[src/rc4_pkg.sv]
`timescale 1ns / 1ps
`default_nettype none

package rc4_pkg;

  localparam int SBOX_SIZE = 256;
  localparam int SBOX_AW = 8;
  localparam int BYTE_W = 8;
  localparam int KEY_LEN_W = 9;
  localparam int KEY_DEPTH_DEF = 256;
  localparam logic [KEY_LEN_W-1:0] KEY_LEN_RST = 9'd16;

  localparam logic MODE_KEY = 1'b0;
  localparam logic MODE_DATA = 1'b1;

endpackage

`default_nettype wire

[src/rc4_ram.sv]
`timescale 1ns / 1ps
`default_nettype none

module rc4_ram #(
  parameter int DEPTH = rc4_pkg::SBOX_SIZE,
  parameter int AW = rc4_pkg::SBOX_AW
) (
  input  wire logic                        clk,
  input  wire logic                        we,
  input  wire logic [AW-1:0]               waddr,
  input  wire logic [rc4_pkg::BYTE_W-1:0]  wdata,
  input  wire logic [AW-1:0]               raddr,
  output logic      [rc4_pkg::BYTE_W-1:0]  rdata
);

  logic [rc4_pkg::BYTE_W-1:0] mem [DEPTH];

  always_ff @(posedge clk) begin
    if (we) begin
      mem[waddr] <= wdata;
    end
  end

  // read is always live, data registered and shown the cycle after the address
  always_ff @(posedge clk) begin
    rdata <= mem[raddr];
  end

endmodule

`default_nettype wire

[src/rc4_stream_cipher.sv]
`timescale 1ns / 1ps
`default_nettype none
// Key write: taken while idle, the block stays ready. Data byte: P_RD, P_J, P_W1, P_W2,
// P_T, P_OUT; result registered in P_OUT once the output is free, no beat taken meanwhile;
// the first byte of a message first runs the key schedule: fill, then per entry K_RD,
// K_J, K_W1, K_W2. All sbox traffic goes through one RAM with one read and one write port.
// Reset (rst, synchronous): sequencer idle, indices zero, schedule pending, key_length 16.

module rc4_stream_cipher #(
  parameter int KEY_DEPTH = rc4_pkg::KEY_DEPTH_DEF
) (
  input  wire logic                           clk,
  input  wire logic                           rst,
  input  wire logic                           cfg_we,
  input  wire logic [rc4_pkg::KEY_LEN_W-1:0]  cfg_data,
  input  wire logic                           in_valid,
  output logic                                in_stall,
  input  wire logic                           mode,
  input  wire logic [rc4_pkg::BYTE_W-1:0]     data_byte,
  input  wire logic [rc4_pkg::BYTE_W-1:0]     key_index,
  input  wire logic                           message_last,
  output logic                                out_valid,
  input  wire logic                           out_stall,
  output logic      [rc4_pkg::BYTE_W-1:0]     out_byte,
  output logic      [rc4_pkg::BYTE_W-1:0]     keystream_byte,
  output logic                                result_last
);

  localparam int KEY_AW = (KEY_DEPTH > 1) ? $clog2(KEY_DEPTH) : 1;
  localparam int LW = rc4_pkg::KEY_LEN_W;
  localparam int BW = rc4_pkg::BYTE_W;
  localparam logic [LW-1:0] KEY_DEPTH_L = LW'(KEY_DEPTH);
  localparam logic [BW-1:0] LAST_N = BW'(rc4_pkg::SBOX_SIZE - 1);

  localparam logic [3:0] ST_IDLE  = 4'd0;
  localparam logic [3:0] ST_INIT  = 4'd1;
  localparam logic [3:0] ST_K_RD  = 4'd2;
  localparam logic [3:0] ST_K_J   = 4'd3;
  localparam logic [3:0] ST_K_W1  = 4'd4;
  localparam logic [3:0] ST_K_W2  = 4'd5;
  localparam logic [3:0] ST_P_RD  = 4'd6;
  localparam logic [3:0] ST_P_J   = 4'd7;
  localparam logic [3:0] ST_P_W1  = 4'd8;
  localparam logic [3:0] ST_P_W2  = 4'd9;
  localparam logic [3:0] ST_P_T   = 4'd10;
  localparam logic [3:0] ST_P_OUT = 4'd11;

  logic [3:0]        state;
  logic [LW-1:0]     key_length;
  logic              sched_needed;
  logic [BW-1:0]     n;
  logic [KEY_AW-1:0] kpos;
  logic [BW-1:0]     idx_i;
  logic [BW-1:0]     idx_j;
  logic [BW-1:0]     si;
  logic [BW-1:0]     sj;
  logic [BW-1:0]     data_q;
  logic              last_q;

  logic              s_we;
  logic [BW-1:0]     s_waddr;
  logic [BW-1:0]     s_wdata;
  logic [BW-1:0]     s_raddr;
  logic [BW-1:0]     s_rdata;
  logic              k_we;
  logic [BW-1:0]     k_rdata;

  logic              accept;
  logic              out_free;
  logic [LW-1:0]     eff_len;
  logic [LW-1:0]     kpos_inc;
  logic [BW-1:0]     j_sched;
  logic [BW-1:0]     j_prga;
  logic [BW-1:0]     i_inc;
  logic [BW-1:0]     t_addr;

  assign in_stall = (state != ST_IDLE);
  assign accept = in_valid && !in_stall;
  assign out_free = !out_valid || !out_stall;

  // zero length acts as one, anything past the store saturates
  always_comb begin
    if (key_length == '0) begin
      eff_len = LW'(1);
    end else if (key_length > KEY_DEPTH_L) begin
      eff_len = KEY_DEPTH_L;
    end else begin
      eff_len = key_length;
    end
  end

  assign kpos_inc = LW'(kpos) + LW'(1);
  assign j_sched = idx_j + s_rdata + k_rdata;
  assign j_prga = idx_j + s_rdata;
  assign i_inc = idx_i + BW'(1);
  // the swap leaves the sum of the two entries unchanged
  assign t_addr = si + sj;

  assign k_we = accept && (mode == rc4_pkg::MODE_KEY)
                && ({1'b0, key_index} < KEY_DEPTH_L);

  always_comb begin
    s_we = 1'b0;
    s_waddr = n;
    s_wdata = n;
    s_raddr = idx_i;
    unique case (state)
      ST_IDLE: begin
      end
      ST_INIT: begin
        s_we = 1'b1;
      end
      ST_K_RD: begin
        s_raddr = n;
      end
      ST_K_J: begin
        s_raddr = j_sched;
      end
      ST_K_W1: begin
        s_we = 1'b1;
        s_wdata = s_rdata;
      end
      ST_K_W2: begin
        s_we = 1'b1;
        s_waddr = idx_j;
        s_wdata = si;
      end
      ST_P_RD: begin
        s_raddr = i_inc;
      end
      ST_P_J: begin
        s_raddr = j_prga;
      end
      ST_P_W1: begin
        s_we = 1'b1;
        s_waddr = idx_i;
        s_wdata = s_rdata;
      end
      ST_P_W2: begin
        s_we = 1'b1;
        s_waddr = idx_j;
        s_wdata = si;
      end
      ST_P_T, ST_P_OUT: begin
        s_raddr = t_addr;
      end
      default: begin
      end
    endcase
  end

  always_ff @(posedge clk) begin
    if (rst) begin
      key_length <= rc4_pkg::KEY_LEN_RST;
    end else if (cfg_we) begin
      key_length <= cfg_data;
    end
  end

  always_ff @(posedge clk) begin
    if (rst) begin
      state <= ST_IDLE;
      sched_needed <= 1'b1;
      idx_i <= '0;
      idx_j <= '0;
      out_valid <= 1'b0;
    end else begin
      // in ST_P_OUT the output register is handled below
      if (out_valid && !out_stall && (state != ST_P_OUT)) begin
        out_valid <= 1'b0;
      end
      unique case (state)
        ST_IDLE: begin
          if (accept && (mode == rc4_pkg::MODE_DATA)) begin
            data_q <= data_byte;
            last_q <= message_last;
            n <= '0;
            state <= sched_needed ? ST_INIT : ST_P_RD;
          end
        end
        ST_INIT: begin
          n <= n + BW'(1);
          if (n == LAST_N) begin
            idx_j <= '0;
            kpos <= '0;
            state <= ST_K_RD;
          end
        end
        ST_K_RD: begin
          state <= ST_K_J;
        end
        ST_K_J: begin
          si <= s_rdata;
          idx_j <= j_sched;
          state <= ST_K_W1;
        end
        ST_K_W1: begin
          state <= ST_K_W2;
        end
        ST_K_W2: begin
          n <= n + BW'(1);
          kpos <= (kpos_inc >= eff_len) ? '0 : kpos_inc[KEY_AW-1:0];
          if (n == LAST_N) begin
            idx_i <= '0;
            idx_j <= '0;
            sched_needed <= 1'b0;
            state <= ST_P_RD;
          end else begin
            state <= ST_K_RD;
          end
        end
        ST_P_RD: begin
          idx_i <= i_inc;
          state <= ST_P_J;
        end
        ST_P_J: begin
          si <= s_rdata;
          idx_j <= j_prga;
          state <= ST_P_W1;
        end
        ST_P_W1: begin
          sj <= s_rdata;
          state <= ST_P_W2;
        end
        ST_P_W2: begin
          state <= ST_P_T;
        end
        ST_P_T: begin
          state <= ST_P_OUT;
        end
        ST_P_OUT: begin
          // hold here while the previous result is still stalled
          if (out_free) begin
            out_valid <= 1'b1;
            out_byte <= data_q ^ s_rdata;
            keystream_byte <= s_rdata;
            result_last <= last_q;
            if (last_q) begin
              sched_needed <= 1'b1;
            end
            state <= ST_IDLE;
          end
        end
        default: begin
          state <= ST_IDLE;
        end
      endcase
    end
  end

  rc4_ram #(
    .DEPTH(rc4_pkg::SBOX_SIZE),
    .AW(rc4_pkg::SBOX_AW)
  ) u_sbox (
    .clk(clk),
    .we(s_we),
    .waddr(s_waddr),
    .wdata(s_wdata),
    .raddr(s_raddr),
    .rdata(s_rdata)
  );

  rc4_ram #(
    .DEPTH(KEY_DEPTH),
    .AW(KEY_AW)
  ) u_key (
    .clk(clk),
    .we(k_we),
    .waddr(key_index[KEY_AW-1:0]),
    .wdata(data_byte),
    .raddr(kpos),
    .rdata(k_rdata)
  );

endmodule

`default_nettype wire

[config.mk]
export PLATFORM = sky130hd
export DESIGN_NAME = rc4_stream_cipher
export DESIGN_NICKNAME = d
export VERILOG_FILES = /design/src/rc4_pkg.sv /design/src/rc4_ram.sv /design/src/rc4_stream_cipher.sv
export SDC_FILE = /design/constraint.sdc
export NUM_CORES = 2
export LEC_CHECK = 0
export BUFFER_PORTS_ARGS = -buffer_cell sky130_fd_sc_hd__buf_2
export CAP_MARGIN = 20
export CORE_UTILIZATION = 50
export DETAILED_ROUTE_END_ITERATION = 8
export GPL_TIMING_DRIVEN = 0
export HOLD_SLACK_MARGIN = 0.05
export PLACE_DENSITY = 0.65
export SYNTH_ARGS = -nofsm -noshare
export SYNTH_HDL_FRONTEND = slang
export SYNTH_HIERARCHICAL = 1
export SYNTH_SLANG_ARGS = --single-unit
[constraint.sdc]
create_clock -name clk -period 12.4 [get_ports clk]
set_input_delay 0.62 -clock clk [delete_from_list [all_inputs] [get_ports clk]]
set_output_delay 0.62 -clock clk [all_outputs]
set_load 0.05 [all_outputs]
==> summary.md <==
| Metric | Value |
|---|---|
| Minimum clock period | `8.14 ns` |
| Pins Over Slew Limit | `0` |
| Setup TNS | `0 ns` |
| Final Cell Area | `186000 sq um` |
| Clock Skew | `0.0671 ns` |
| Largest registers | `u_key/mem: 2048 flops, u_sbox/mem: 2048 flops, key_length: 9 flops` |
| Synthesis Warnings | `6` |
| PD cells | `164 nW/um^2` |
| Largest net degree at the start of global routing | `159` |
| RSZ-0062 raised after global routing | `no` |
| Synth top area share | `75.8%` |
| Die Y | `576 um` |
| Most frequent cells in the layout | `edfxtp_1 (4154), mux4_2 (908), nor2_1 (635)` |
| Rows | `210` |
| Synthesized area per cell | `20.5 sq um` |
| CTS max path bufs | `4` |
| Metal3 WL | `53.0 mm` |
| Tightest Pin Transition | `1.44 ns` |
| Power consumption | `30.6 mW` |
| Leak Pwr | `57.0 nW` |
| Clock Latency Late Sink | `1.00 ns` |
| Sw Pwr | `7.03 mW` |
| Clock transition at path regs | `0.06 ns` |
| Crit path kind | `reg -> reg` |
| Combinational power share | `7.5%` |
| Routed len/inst | `37.5 um` |
| Post-synthesis cell area | `164000 sq um` |
| Crit end category | `register` |
| Initial antenna violation count | `31` |
| Commonest non-fill, non-tap cell in the layout | `edfxtp_1` |
| I/O Buffers | `45` |
| # IOs | `51` |
| Critical Path AT | `8.87 ns` |
| Synth Instances | `8016` |
| Seq/Total Area, Yosys | `76.4%` |
| Reg-to-reg startpoint | `u_sbox/rdata[0]` |
| Vias | `88800` |
| Finished Layout Cells | `13300` |
| Rel. slew slack | `1.44%` |
| DRT met1 WL | `171 mm` |
| Post-route ant nets | `0` |
| Uppermost layer routed | `met5` |
| Period utilization | `65.7%` |
| Number of enable flip-flop cells after synthesis | `4154` |
| Hold Path Class | `in -> reg` |
| Met2 wire length | `238 mm` |
| Pint | `23.6 mW` |
| DIE WIDTH | `576 um` |
| Tot GR Track Use | `30.0%` |
| Worst vdd ir | `0.000141 V` |
| Routed wire length | `500 mm` |
| Post-CTS setup buffers | `0` |
| Worst reg2reg path depth | `18` |
| Max Cap Violations | `1` |
| Startpoint types | `register` |
| Final setup vio count | `0` |
| Drt first-iter violations | `12900` |
| Synth area leaders | `edfxtp_1 (76%), mux4_2 (12%), mux2i_1 (1.8%), nor2_1 (1.4%), a22oi_1 (1.3%)` |
| Post-synth net total | `8084` |
| Global-route wire length before repair | `685 mm` |
| Failing checks | `max-capacitance violations` |
| Final worst slack | `4.26 ns` |
| Gp weighted congestion | `0.955` |
| Die area | `331000 sq um` |
| Starting Density | `50.2%` |
| Layout net count | `8694` |
| R2R setup slack | `4.26 ns` |
| Ys async rst share | `0%` |
| Sequential power share | `52.3%` |
| Unique masters post-synth | `82` |
| Fin Hold WS | `0.117 ns` |
| Status | `complete, but fails checks` |
| Area grow syn2layout | `13.2%` |
| DP Wirelength | `346 mm` |
| Post-layout util | `56.9%` |
| Root Driver | `clkbuf_16` |
| Switching share of power | `23.0%` |
| Residual DRC count | `0` |
| Worst EP required | `13.13 ns` |
| H-tree depth | `5` |
| Cts repair resizes | `0` |
| DR pass1 iterations | `8` |
| GRT overflow | `0` |
| Core area | `327000 sq um` |
| Yosys reg bits | `4201` |
| Layout cells sized above 1 | `22.0%` |
| Hold Vio Cnt, Final | `0` |
| Setup WS pre-CTS | `4.46 ns` |
| Placed Area | `173000 sq um` |
| Worst Setup SP | `u_sbox/rdata[0]` |
| Dpl cells | `12500` |
| Ys flop type | `edfxtp_1` |
| CTS sink count | `4201` |
| Vias in the first global route | `86400` |
| CTS buffer count | `418` |
| CTS tree | `yes` |
| R2r endpoint | `u_sbox/rdata[3]` |
| Clock share of power | `40.2%` |
| Synth area leader | `edfxtp_1` |
| Worst Path Max Fanout | `10` |
| Max Clock Freq | `0.123 GHz` |
| Crit path capture | `u_sbox/rdata[3]` |
| Avg Vias per Cell | `6.66` |
synthesized netlist by cell type (6+ instances only):
cell type / count
a211oi_1: 37
a21o_1: 11
a21oi_1: 227
a221oi_1: 35
a22o_1: 16
a22oi_1: 280
a31oi_1: 9
and2_1: 19
and3_1: 12
buf_1: 45
buf_12: 16
buf_2: 69
buf_4: 54
buf_6: 42
buf_8: 26
clkbuf_1: 236
dfxtp_1: 47
edfxtp_1: 4154
ha_1: 33
inv_1: 10
mux2i_1: 289
mux4_2: 908
nand2_1: 120
nand2b_1: 24
nand3_1: 81
nand4_1: 21
nor2_1: 635
nor2b_1: 75
nor3_1: 51
nor4_1: 52
nor4_2: 6
o211ai_1: 22
o21ai_0: 29
o21ai_1: 17
o221ai_1: 92
o22a_1: 10
o22ai_1: 58
o32ai_1: 8
or2_2: 8
xnor2_1: 21
xor2_1: 21
cells by family (layout without fill, tap and decap cells):
kind of cell / after synthesis / count (layout) / share of synthesized area [%]
xor+xnor: 42 / 42 / 0.224
fa+ha+maj: 36 / 36 / 0.288
mux: 1203 / 1203 / 14.3
buf+inv: 502 / 1459 / 1.85
compound gates: 899 / 899 / 3.85
simple gates: 1133 / 1133 / 3.12
flops: 4201 / 4201 / 76.4
other cells: 0 / 23 / 0
critical path, stage by stage (launching register included):
cell	delay (ns)
dfxtp_1	0.89
ha_1	0.34
fa_1	0.22
xor2_1	0.27
ha_1	0.34
nor2b_1	0.16
o21ai_1	0.12
nand2b_1	0.10
xor2_1	0.15
a22oi_1	0.15
a31oi_1	0.91
buf_4	0.49
clkbuf_1	0.82
nor2_1	0.43
clkbuf_1	0.35
a221oi_1	0.98
o32ai_1	0.41
nor3_1	0.44
nor4_1	0.25
metal layers:
metal | vias up | GRT usage [%]
li1 | 34700 | -
met1 | 46700 | 37.5
met2 | 5945 | 47.7
met3 | 1403 | 6.53
met4 | 18 | 19.7
met5 | - | 0.158
what timing repair did:
action | 4_1_cts | 5_1_grt
hold buffers | 13 | 0
endpoints found under the setup margin | 0 | 0
endpoints found under the hold margin | 12 | 0
power groups by stage:
stage | logic, mW | clock network [mW] | registers (mW)
after global placement | 1.97 | 0 | 16.6
after detailed placement | 2.23 | 0 | 16.3
final | 2.31 | 12.3 | 16.0
after floorplan | 1.04 | 0 | 16.4
after global routing | 2.35 | 12.9 | 16.0
after CTS | 2.24 | 12.4 | 16.0
worst min path at each step:
stage                             from                 to  depth (start not counted)
after floorplan                 last_q        result_last                          0
after CTS                 data_byte[2]  u_key/mem[250][2]                          1
final                     data_byte[5]  u_key/mem[155][5]                          1
after global routing      data_byte[5]  u_key/mem[153][5]                          1
after detailed placement        last_q        result_last                          0
after global placement          last_q        result_last                          0
area by class of cell:
class | count | area [sq um]
flip-flops and latches | 4201 | 126000
clock inverters | 240 | 2210
repair buffers | 190 | 2770
multi-input cells | 3313 | 35900
clock buffers | 527 | 11000
fillers | 24100 | 141000
well taps | 4346 | 5440
diodes | 23 | 57.6
plain buffers | 488 | 3040
inverters | 14 | 52.6
Power figures use the tool's default switching activity.
